`config.mk`:
```
export PLATFORM = sky130hd
export DESIGN_NAME = ber_tlv_stream_parser_flat
export DESIGN_NICKNAME = d
export VERILOG_FILES = /design/src/hw/rtl/btlv_pkg.sv /design/src/hw/rtl/btlv_if.sv /design/src/hw/rtl/btlv_cell.sv /design/src/hw/rtl/btlv_skid.sv /design/src/hw/rtl/ber_tlv_stream_parser.sv /design/src/flat_wrapper.sv
export SDC_FILE = /design/constraint.sdc
export NUM_CORES = 2
export LEC_CHECK = 0
export BUFFER_PORTS_ARGS = -buffer_cell sky130_fd_sc_hd__buf_4
export CORE_UTILIZATION = 58
export CTS_BUF_LIST = sky130_fd_sc_hd__clkbuf_8
export DETAILED_ROUTE_END_ITERATION = 10
export HOLD_SLACK_MARGIN = 0.03
export PLACE_DENSITY_LB_ADDON = 0.05
export SLEW_MARGIN = 20
export SYNTH_ARGS = -nofsm -noshare
export SYNTH_HDL_FRONTEND = slang
export SYNTH_HIERARCHICAL = 1
export SYNTH_SLANG_ARGS = --single-unit
```
`constraint.sdc`:
```
create_clock -name clk -period 30.2 [get_ports clk]
set_clock_uncertainty 0.05 [all_clocks]
set_input_delay 6.04 -clock clk [delete_from_list [all_inputs] [get_ports clk]]
set_output_delay 6.04 -clock clk [all_outputs]
set_load 0.01 [all_outputs]
```
`src/hw/rtl/btlv_pkg.sv`:
```
// ----------------------------------------------------------------------------
// btlv_pkg: shared types and constants of the BER-TLV stream parser
// Sizes of the nesting stack, tag and length fields, word layouts and codes.
// ----------------------------------------------------------------------------
package btlv_pkg;

	localparam int MAX_DEPTH        = 8;
	localparam int MAX_TAG_BYTES    = 4;
	localparam int MAX_LENGTH_BYTES = 4;

	localparam int DEPTH_W  = $clog2(MAX_DEPTH + 1);
	localparam int CLOSED_W = $clog2(MAX_DEPTH + 2);
	localparam int TCNT_W   = $clog2(MAX_TAG_BYTES + 1);
	localparam int LBL_W    = $clog2(MAX_LENGTH_BYTES + 1);
	localparam int TAG_W    = 32;
	localparam int LEN_W    = 32;
	localparam int DEPTH_OUT_W  = 4;
	localparam int CLOSED_OUT_W = 4;

	localparam logic [7:0] CONSTRUCTED_MASK = 8'b0010_0000;
	localparam logic [7:0] TAG_LOW_MASK     = 8'b0001_1111;
	localparam logic [7:0] MORE_MASK        = 8'b1000_0000;
	localparam logic [7:0] LEN_INDEFINITE   = 8'h80;

	typedef enum logic [1:0] {
		ROLE_TAG     = 2'd0,
		ROLE_LENGTH  = 2'd1,
		ROLE_VALUE   = 2'd2,
		ROLE_IGNORED = 2'd3
	} role_t;

	typedef enum logic [2:0] {
		ERR_NONE      = 3'd0,
		ERR_TAG_LONG  = 3'd1,
		ERR_LEN_FORM  = 3'd2,
		ERR_OVERRUN   = 3'd3,
		ERR_TRUNCATED = 3'd4
	} err_t;

	typedef struct packed {
		role_t                    byte_role;
		logic [DEPTH_OUT_W-1:0]   depth;
		logic [TAG_W-1:0]         tag_value;
		logic                     is_constructed;
		logic [LEN_W-1:0]         value_length;
		logic                     header_done;
		logic [CLOSED_OUT_W-1:0]  closed_count;
		err_t                     error_code;
	} out_word_t;

	typedef struct packed {
		logic             advance;
		logic             push;
		logic [LEN_W-1:0] push_value;
	} cell_ctrl_t;

	typedef struct packed {
		logic [LEN_W-1:0]   top;
		logic [DEPTH_W-1:0] zeros;
	} chain_t;

endpackage

```
`src/hw/rtl/btlv_if.sv`:
```
// ----------------------------------------------------------------------------
// btlv_if: stream channels of the BER-TLV stream parser
// Input byte channel and per-byte report channel, valid/ready handshake.
// ----------------------------------------------------------------------------
interface btlv_in_if;
	logic       valid;
	logic       ready;
	logic [7:0] data_byte;
	logic       last_byte;

	modport source (output valid, data_byte, last_byte, input ready);
	modport sink (input valid, data_byte, last_byte, output ready);
endinterface

interface btlv_out_if;
	logic        valid;
	logic        ready;
	logic [1:0]  byte_role;
	logic [3:0]  depth;
	logic [31:0] tag_value;
	logic        is_constructed;
	logic [31:0] value_length;
	logic        header_done;
	logic [3:0]  closed_count;
	logic [2:0]  error_code;

	modport source (output valid, byte_role, depth, tag_value, is_constructed,
		value_length, header_done, closed_count, error_code, input ready);
	modport sink (input valid, byte_role, depth, tag_value, is_constructed,
		value_length, header_done, closed_count, error_code, output ready);
endinterface

```
`src/hw/rtl/btlv_cell.sv`:
```
// ----------------------------------------------------------------------------
// btlv_cell: one level of the nesting stack
// Holds the bytes left in one open constructed element, counts down with
// each word and passes the top count and the number of exhausted levels on.
// ----------------------------------------------------------------------------
module btlv_cell (
	input  logic                clk,
	input  btlv_pkg::cell_ctrl_t ctrl,
	input  logic                active,
	input  logic                push_here,
	input  btlv_pkg::chain_t     chain_in,
	output btlv_pkg::chain_t     chain_out
);
	import btlv_pkg::*;

	logic [LEN_W-1:0] rem_q;
	logic [LEN_W-1:0] rem_dec;

	assign rem_dec = rem_q - LEN_W'(1);

	always_comb begin
		chain_out = chain_in;
		if (active) begin
			chain_out.top = rem_dec;
			if (rem_dec == '0) begin
				chain_out.zeros = chain_in.zeros + DEPTH_W'(1);
			end
		end
	end

	always_ff @(posedge clk) begin
		if (ctrl.push && push_here) begin
			rem_q <= ctrl.push_value;
		end else if (ctrl.advance && active) begin
			rem_q <= rem_dec;
		end
	end

endmodule

```
`src/hw/rtl/btlv_skid.sv`:
```
// ----------------------------------------------------------------------------
// btlv_skid: two-entry output buffer of the BER-TLV stream parser
// Registers the report word and keeps one spare entry so the parser can take
// a byte in the cycle the sink stalls.
// ----------------------------------------------------------------------------
module btlv_skid (
	input  logic                clk,
	input  logic                arst_n,
	input  logic                wr_valid,
	output logic                wr_ready,
	input  btlv_pkg::out_word_t wr_word,
	btlv_out_if.source          res
);
	import btlv_pkg::*;

	logic      main_v_q;
	logic      skid_v_q;
	out_word_t main_q;
	out_word_t skid_q;
	logic      wr;
	logic      load_main;

	assign wr_ready  = !skid_v_q;
	assign wr        = wr_valid && wr_ready;
	assign load_main = !main_v_q || res.ready;

	always_ff @(posedge clk or negedge arst_n) begin
		if (!arst_n) begin
			main_v_q <= 1'b0;
			skid_v_q <= 1'b0;
		end else if (load_main) begin
			if (skid_v_q) begin
				main_v_q <= 1'b1;
				skid_v_q <= 1'b0;
			end else begin
				main_v_q <= wr;
			end
		end else if (wr) begin
			skid_v_q <= 1'b1;
		end
	end

	always_ff @(posedge clk) begin
		if (load_main) begin
			main_q <= skid_v_q ? skid_q : wr_word;
		end else if (wr) begin
			skid_q <= wr_word;
		end
	end

	assign res.valid          = main_v_q;
	assign res.byte_role      = main_q.byte_role;
	assign res.depth          = main_q.depth;
	assign res.tag_value      = main_q.tag_value;
	assign res.is_constructed = main_q.is_constructed;
	assign res.value_length   = main_q.value_length;
	assign res.header_done    = main_q.header_done;
	assign res.closed_count   = main_q.closed_count;
	assign res.error_code     = main_q.error_code;

endmodule

```
`src/hw/rtl/ber_tlv_stream_parser.sv`:
```
// ----------------------------------------------------------------------------
// ber_tlv_stream_parser: byte-serial BER-TLV parser
// A two-entry output buffer registers the report word of each byte taken.
// Throughput: one byte per cycle unless the output buffer is full; the state
// update of each byte completes in the cycle it is taken, the nesting stack
// is a row of down-counting cells; a byte is still taken when the sink stalls.
// Reset (async, active low) clears the parser state and the sticky error.
// ----------------------------------------------------------------------------
module ber_tlv_stream_parser (
	input  logic      clk,
	input  logic      arst_n,
	btlv_in_if.sink   msg,
	btlv_out_if.source res
);
	import btlv_pkg::*;

	typedef enum logic [3:0] {
		PH_TAG_FIRST = 4'b0001,
		PH_TAG_MORE  = 4'b0010,
		PH_LENGTH    = 4'b0100,
		PH_VALUE     = 4'b1000
	} phase_t;

	phase_t             phase_q, phase_n;
	logic [TAG_W-1:0]   tag_q, tag_n;
	logic [TCNT_W-1:0]  tcnt_q, tcnt_n;
	logic [LEN_W-1:0]   len_q, len_n;
	logic [LBL_W-1:0]   lbl_q, lbl_n;
	logic               cflag_q, cflag_n;
	logic [LEN_W-1:0]   vleft_q, vleft_n;
	logic [DEPTH_W-1:0] depth_q, depth_n;
	err_t               sticky_q;

	role_t               role;
	err_t                err;
	logic                hdr;
	logic                close_one;
	logic                do_push;
	logic                pop;
	logic [CLOSED_W-1:0] closed;
	logic [7:0]          b;
	logic                take;
	logic                wr_ready;
	logic                live;
	out_word_t           word;
	cell_ctrl_t          cell_ctrl;
	chain_t              chain [MAX_DEPTH+1];
	logic [LEN_W-1:0]    parent_left;
	logic [DEPTH_W-1:0]  zcnt;

	assign b    = msg.data_byte;
	assign take = msg.valid && wr_ready;
	assign live = (sticky_q == ERR_NONE);
	assign msg.ready = wr_ready;

	// nesting stack
	assign chain[0] = '0;
	assign parent_left = chain[MAX_DEPTH].top;
	assign zcnt        = chain[MAX_DEPTH].zeros;

	assign cell_ctrl.advance    = take && live;
	assign cell_ctrl.push       = take && live && do_push && (err == ERR_NONE);
	assign cell_ctrl.push_value = len_n;

	for (genvar i = 0; i < MAX_DEPTH; i++) begin : g_cell
		btlv_cell u_cell (
			.clk       (clk),
			.ctrl      (cell_ctrl),
			.active    (depth_q > DEPTH_W'(i)),
			.push_here (depth_q == DEPTH_W'(i)),
			.chain_in  (chain[i]),
			.chain_out (chain[i+1])
		);
	end

	always_comb begin
		role      = ROLE_TAG;
		hdr       = 1'b0;
		err       = ERR_NONE;
		close_one = 1'b0;
		do_push   = 1'b0;
		phase_n   = phase_q;
		tag_n     = tag_q;
		tcnt_n    = tcnt_q;
		len_n     = len_q;
		lbl_n     = lbl_q;
		cflag_n   = cflag_q;
		vleft_n   = vleft_q;

		case (phase_q)
			PH_TAG_FIRST: begin
				role    = ROLE_TAG;
				cflag_n = |(b & CONSTRUCTED_MASK);
				tag_n   = TAG_W'(b);
				tcnt_n  = TCNT_W'(1);
				len_n   = '0;
				lbl_n   = '0;
				phase_n = ((b & TAG_LOW_MASK) == TAG_LOW_MASK) ? PH_TAG_MORE : PH_LENGTH;
			end
			PH_TAG_MORE: begin
				role   = ROLE_TAG;
				tag_n  = {tag_q[TAG_W-9:0], b};
				tcnt_n = tcnt_q + TCNT_W'(1);
				if (|(b & MORE_MASK)) begin
					if (tcnt_n >= TCNT_W'(MAX_TAG_BYTES)) begin
						err = ERR_TAG_LONG;
					end
				end else begin
					phase_n = PH_LENGTH;
				end
			end
			PH_LENGTH: begin
				role = ROLE_LENGTH;
				if (lbl_q == '0) begin
					if (!(|(b & MORE_MASK))) begin
						len_n = LEN_W'(b);
						hdr   = 1'b1;
					end else if (b == LEN_INDEFINITE ||
						{1'b0, b[6:0]} > 8'(MAX_LENGTH_BYTES)) begin
						err = ERR_LEN_FORM;
					end else begin
						lbl_n = LBL_W'(b[6:0]);
						len_n = '0;
					end
				end else if (len_q[LEN_W-1 -: 8] != 8'd0) begin
					err = ERR_LEN_FORM;
				end else begin
					len_n = {len_q[LEN_W-9:0], b};
					lbl_n = lbl_q - LBL_W'(1);
					hdr   = (lbl_n == '0);
				end
			end
			PH_VALUE: begin
				role    = ROLE_VALUE;
				vleft_n = vleft_q - LEN_W'(1);
				if (vleft_n == '0) begin
					close_one = 1'b1;
					phase_n   = PH_TAG_FIRST;
				end
			end
			default: begin
				role    = ROLE_IGNORED;
				phase_n = PH_TAG_FIRST;
			end
		endcase

		if (err == ERR_NONE && hdr) begin
			if (depth_q != '0 && len_n > parent_left) begin
				err = ERR_OVERRUN;
			end else if (len_n == '0) begin
				close_one = 1'b1;
				phase_n   = PH_TAG_FIRST;
			end else if (cflag_n && depth_q < DEPTH_W'(MAX_DEPTH)) begin
				do_push = 1'b1;
				phase_n = PH_TAG_FIRST;
			end else begin
				vleft_n = len_n;
				phase_n = PH_VALUE;
			end
		end else if (err == ERR_NONE && role != ROLE_VALUE && depth_q != '0 &&
			parent_left == '0) begin
			err = ERR_OVERRUN;
		end

		pop = (err == ERR_NONE) && (phase_n == PH_TAG_FIRST) && !do_push;

		if (do_push) begin
			depth_n = depth_q + DEPTH_W'(1);
		end else if (pop) begin
			depth_n = depth_q - zcnt;
		end else begin
			depth_n = depth_q;
		end

		closed = pop ? CLOSED_W'(zcnt) + CLOSED_W'(close_one) : '0;

		if (err == ERR_NONE && msg.last_byte &&
			!(phase_n == PH_TAG_FIRST && depth_n == '0)) begin
			err = ERR_TRUNCATED;
		end
	end

	always_comb begin
		if (!live) begin
			word.byte_role      = ROLE_IGNORED;
			word.depth          = DEPTH_OUT_W'(depth_q);
			word.tag_value      = tag_q;
			word.is_constructed = cflag_q;
			word.value_length   = len_q;
			word.header_done    = 1'b0;
			word.closed_count   = '0;
			word.error_code     = sticky_q;
		end else begin
			word.byte_role      = role;
			word.depth          = DEPTH_OUT_W'(depth_q);
			word.tag_value      = tag_n;
			word.is_constructed = cflag_n;
			word.value_length   = len_n;
			word.header_done    = hdr && (err == ERR_NONE);
			word.closed_count   = (err == ERR_NONE) ? CLOSED_OUT_W'(closed) : '0;
			word.error_code     = err;
		end
	end

	// a truncated message still keeps the depth reached by its last byte
	always_ff @(posedge clk or negedge arst_n) begin
		if (!arst_n) begin
			phase_q  <= PH_TAG_FIRST;
			tag_q    <= '0;
			tcnt_q   <= '0;
			len_q    <= '0;
			lbl_q    <= '0;
			cflag_q  <= 1'b0;
			depth_q  <= '0;
			sticky_q <= ERR_NONE;
		end else if (take && live) begin
			phase_q  <= phase_n;
			tag_q    <= tag_n;
			tcnt_q   <= tcnt_n;
			len_q    <= len_n;
			lbl_q    <= lbl_n;
			cflag_q  <= cflag_n;
			sticky_q <= err;
			depth_q  <= depth_n;
		end
	end

	always_ff @(posedge clk) begin
		if (take && live) begin
			vleft_q <= vleft_n;
		end
	end

	btlv_skid u_skid (
		.clk      (clk),
		.arst_n   (arst_n),
		.wr_valid (msg.valid),
		.wr_ready (wr_ready),
		.wr_word  (word),
		.res      (res)
	);

endmodule

```
`src/flat_wrapper.sv`:
```
// flat-port wrapper written by rule: the top's interface ports become plain ports
module ber_tlv_stream_parser_flat import btlv_pkg::*;
  (clk, arst_n, msg_valid, msg_data_byte, msg_last_byte, msg_ready, res_valid, res_byte_role, res_depth, res_tag_value, res_is_constructed, res_value_length, res_header_done, res_closed_count, res_error_code, res_ready);
  btlv_in_if msg_i ();
  btlv_out_if res_i ();
  input  logic clk;
  input  logic arst_n;
  input wire logic [$bits(msg_i.valid)-1:0] msg_valid;
  input wire logic [$bits(msg_i.data_byte)-1:0] msg_data_byte;
  input wire logic [$bits(msg_i.last_byte)-1:0] msg_last_byte;
  output wire logic [$bits(msg_i.ready)-1:0] msg_ready;
  output wire logic [$bits(res_i.valid)-1:0] res_valid;
  output wire logic [$bits(res_i.byte_role)-1:0] res_byte_role;
  output wire logic [$bits(res_i.depth)-1:0] res_depth;
  output wire logic [$bits(res_i.tag_value)-1:0] res_tag_value;
  output wire logic [$bits(res_i.is_constructed)-1:0] res_is_constructed;
  output wire logic [$bits(res_i.value_length)-1:0] res_value_length;
  output wire logic [$bits(res_i.header_done)-1:0] res_header_done;
  output wire logic [$bits(res_i.closed_count)-1:0] res_closed_count;
  output wire logic [$bits(res_i.error_code)-1:0] res_error_code;
  input wire logic [$bits(res_i.ready)-1:0] res_ready;
  assign msg_i.valid = msg_valid;
  assign msg_i.data_byte = msg_data_byte;
  assign msg_i.last_byte = msg_last_byte;
  assign msg_ready = msg_i.ready;
  assign res_valid = res_i.valid;
  assign res_byte_role = res_i.byte_role;
  assign res_depth = res_i.depth;
  assign res_tag_value = res_i.tag_value;
  assign res_is_constructed = res_i.is_constructed;
  assign res_value_length = res_i.value_length;
  assign res_header_done = res_i.header_done;
  assign res_closed_count = res_i.closed_count;
  assign res_error_code = res_i.error_code;
  assign res_i.ready = res_ready;
  ber_tlv_stream_parser u_core (.clk(clk), .arst_n(arst_n), .msg(msg_i), .res(res_i));
endmodule
```
==> results.sh <==
export IMPL_initial_core_util_pct=58.9
export IMPL_cts_resized_gates=0
export IMPL_critPathTopFamily="simple AND/OR/NAND/NOR gates"
export IMPL_tightest_slew_ns=1.10
export IMPL_cts_buffers_inserted=92
export IMPL_start_kind="input port"
export IMPL_wl_per_cell_um=25.4
export IMPL_worstReg2RegEnd="u_core/g_cell[0].u_cell/rem_q[9]"
export IMPL_hpwlAfterDp_um=87700
export IMPL_r2r_cells=38
export IMPL_cts_tree="done"
export IMPL_drv_cap=0
export IMPL_antenna_found_initial=2
export IMPL_worstPathArrival_ns=13.46
export IMPL_synth_edf_count=446
export IMPL_drt_iter0_markers=4268
export IMPL_rrSetupSlack_ns=17.88
export IMPL_synth_async_reset_ratio_pct=15.8
export IMPL_io_pins=94
export IMPL_crit_path_cell_trace="buf_4 -> or4_1 -> o311a_4 -> or3_4 -> a22oi_1 -> inv_1 -> ha_1 -> nand4_1 -> nor3_1 -> a221o_1 -> nor4_1 -> a21oi_1 -> a21oi_2 -> a31oi_1 -> mux2_4 -> a41oi_2 -> nor3_1 -> buf_4 -> nand2_2 -> buf_4 -> nand2_1 -> buf_4"
export IMPL_synth_top_area_share_pct=37.6
export IMPL_fin_util_pct=63.9
export IMPL_power_share_sequential_pct=36.4
export IMPL_rsz0062_at_grt="no"
export IMPL_synth_compound_area_share_pct=15.2
export IMPL_yosysUniqueCellTypes=100
export IMPL_route_detailed_drc=0
export IMPL_fp_dieW_um=250
export IMPL_critical_path_class="input port to flop"
export IMPL_track_usage_pct=38.1
export IMPL_yosys_area_share_simple_pct=23.0
export IMPL_switching_share_pct=42.1
export IMPL_cp_common_cell="buf_4"
export IMPL_p_leak_nw=14.8
export IMPL_postPlaceCellArea_sq_mm=0.0368
export IMPL_hold_end="u_core/tcnt_q[0]"
export IMPL_area_growth_pct=8.54
export IMPL_synth_largest_area_cell="edfxtp_1"
export IMPL_htreeDepth=3
export IMPL_place_congestion=1.11
export IMPL_p_int_mw=1.58
export IMPL_die_area_sq_mm=0.0624
export IMPL_layout_nets=4011
export IMPL_path_clk_slew_ns=0.06
export IMPL_postCtsSetupRepairBufs=0
export IMPL_synth_common_cells="nor2_1, a21oi_1, edfxtp_1"
export IMPL_max_slew_margin_pct=26.5
export IMPL_synth_top_family_by_area="simple AND/OR/NAND/NOR gates"
export IMPL_hp_start="u_core/tcnt_q[0]"
export IMPL_tns_ns=0
export IMPL_hold_path_class="flop to flop"
export IMPL_combPwrFrac_pct=38.6
export IMPL_netSwitchingPower_mw=1.15
export IMPL_fmax_mhz=76.6
export IMPL_stdcell_count=4785
export IMPL_overflow=0
export IMPL_period_needed_ns=13.06
export IMPL_hold_violations=0
export IMPL_ys_seq_area_share_pct=43.5
export IMPL_num_rows=90
export IMPL_post_place_ws_ns=16.59
export IMPL_clk_insertion_delay_late_ns=0.73
export IMPL_postSynthAreaPerCell_sq_um=9.17
export IMPL_numClockSinks=530
export IMPL_viasPerCell=6.64
export IMPL_first_pass_iters=7
export IMPL_clk_path_buf_depth=3
export IMPL_power_density_mw_per_mm2=70.7
export IMPL_via_count=31800
export IMPL_critPathSlowestCell="or4_1"
export IMPL_grt_max_degree=83
export IMPL_vdd_ir_drop_worst_v=0.0000465
export IMPL_yosys_most_used_dff="edfxtp_1"
export IMPL_synthMuxAreaShare_pct=4.61
export IMPL_status="complete, no violations"
export IMPL_synth_area_sq_mm=0.0356
export IMPL_syn_inst=3885
export IMPL_cts_root_buf="clkbuf_8"
export IMPL_slowest_delay_ns=0.68
export IMPL_synth_most_common_cell="nor2_1"
export IMPL_synthXorXnorAreaFrac_pct=6.61
export IMPL_coreArea_sq_mm=0.0605
export IMPL_total_power_mw=2.73
export IMPL_critPathBufInv=5
export IMPL_clkPwrFrac_pct=25.0
export IMPL_required_ns=30.60
export IMPL_setup_ws_ns=17.15
export IMPL_critPathCaptureType="flop"
export IMPL_portBuffers=93
export IMPL_yosys_warnings=6
export IMPL_synth_top_cells_by_area="edfxtp_1, a21oi_1, nor2_1"
export IMPL_r2r_start="u_core/depth_q[0]"
export IMPL_slew_violations=0
export IMPL_hold_depth=1
export IMPL_synthAdderAreaFrac_pct=2.59
export IMPL_dp_cells=4613
export IMPL_ys_ff_latch=530
export IMPL_antenna_left=0
export IMPL_design_area_sq_mm=0.0387
export IMPL_grt_pass1_wl_um=180000
export IMPL_fillers=5118
export IMPL_drive_gt1_share_pct=12.4
export IMPL_fin_crit_sh_pct=43.2
export IMPL_cp_max_fo=65
export IMPL_cts_hold_buf=0
export IMPL_fp_dieH_um=250
export IMPL_first_global_vias=29600
export IMPL_finalSetupViolCount=0
export IMPL_fin_hold_ws_ns=0.449
export IMPL_wirelength_um=122000
==> cells in the final DEF (no fill, tap or decap), types with 16 or more instances in the layout <==
cell type    n
a211oi_1    18
nor4_1     105
a22o_1      52
nand3b_1    20
nor4b_1     18
conb_1      41
mux2_4      82
a31oi_1     18
buf_4      138
a21oi_1    574
clkbuf_8    96
a22oi_1     27
clkinv_2    16
inv_1      160
or4_1       44
edfxtp_1   446
or2_2       22
nand2b_1    16
nand3_1     52
nand4_1     59
dfrtp_1     81
nor3b_1     27
or3_1       38
xor2_1     112
mux2_2      21
nand4b_1    18
o31a_1      20
nor2_1     707
nor3_1     133
o21ai_0    119
ha_1        72
xnor2_1    157
nand2_1    202
==> cell type report <==
type	instances	area (sq um)	share of cell area, %
Inverter	128	480	1.24
Multi-Input combinational cell	3035	18800	48.6
Antenna cell	3	7.51	0.0194
Clock buffer	96	1320	3.42
Timing Repair Buffer	138	1040	2.68
Tap cell	782	978	2.53
Sequential cell	530	15500	40.1
Clock inverter	73	541	1.40
==> worst max-delay path by stage <==
stage	depth (start not counted)	end	startpoint	slack (ns)
finish	22	u_core/g_cell[0].u_cell/rem_q[9]	msg_data_byte[5]	17.15
global route	22	u_core/g_cell[0].u_cell/rem_q[16]	msg_data_byte[5]	16.77
CTS	22	u_core/g_cell[0].u_cell/rem_q[16]	msg_data_byte[5]	17.33
detailed placement	22	u_core/g_cell[0].u_cell/rem_q[10]	msg_data_byte[5]	16.59
global placement	21	u_core/g_cell[6].u_cell/rem_q[24]	msg_data_byte[5]	16.76
floorplan	2	u_core/u_skid/skid_q[0]	res_ready	15.62
==> layer usage <==
metal | routed length (um) | up-vias | track usage (%) | share of wire (%)
li1 | - | 14300 | - | -
met1 | 47800 | 15100 | 51.0 | 39
met2 | 53400 | 2065 | 57.7 | 44
met3 | 14100 | 366 | 9.54 | 12
met4 | 6270 | 0 | 18.6 | 5.2
met5 | 0 | - | 0 | 0
==> worst reg2reg max path, delay by kind of cell (launching register included) <==
family | cells | cell delay [ns]
AO/OA/AOI/OAI | 2 | 0.56
XOR/XNOR | 4 | 1.31
adder cells (fa/ha/maj) | 8 | 2.37
buffers and inverters | 6 | 2.25
flip-flops | 1 | 0.64
multiplexers | 5 | 1.84
AND/OR/NAND/NOR | 13 | 3.05
==> power groups by stage <==
stage                     logic [mW]  registers, mW  clock network (mW)
after floorplan                0.668          0.980                   0
after global routing            1.12           1.00               0.717
after global placement         0.995           1.00                   0
after detailed placement        1.01           1.01                   0
after CTS                       1.02          0.992               0.690
final                           1.05          0.995               0.683
==> cell families after synthesis <==
group,Yosys count
other,1
muxes,120
DFF,530
buffers and inverters,360
AOI/OAI and AO/OA,929
and+or+nand+nor,1603
adders and majority gates,73
xor gates and xnor gates,269
==> sequential cells by signal, indices dropped and copies added (netlist names), 4 cells and up <==
name                            cells
u_core/depth_q                      4
u_core/phase_q                      4
u_core/g_cell.u_cell/rem_q        256
u_core/u_skid/res.closed_count      4
u_core/u_skid/res.tag_value        32
u_core/u_skid/res.depth             4
u_core/tag_q                       32
u_core/len_q                       32
u_core/u_skid/res.value_length     32
u_core/vleft_q                     32
u_core/u_skid/skid_q               79
Note: power is estimated with default switching activity, not from simulation.
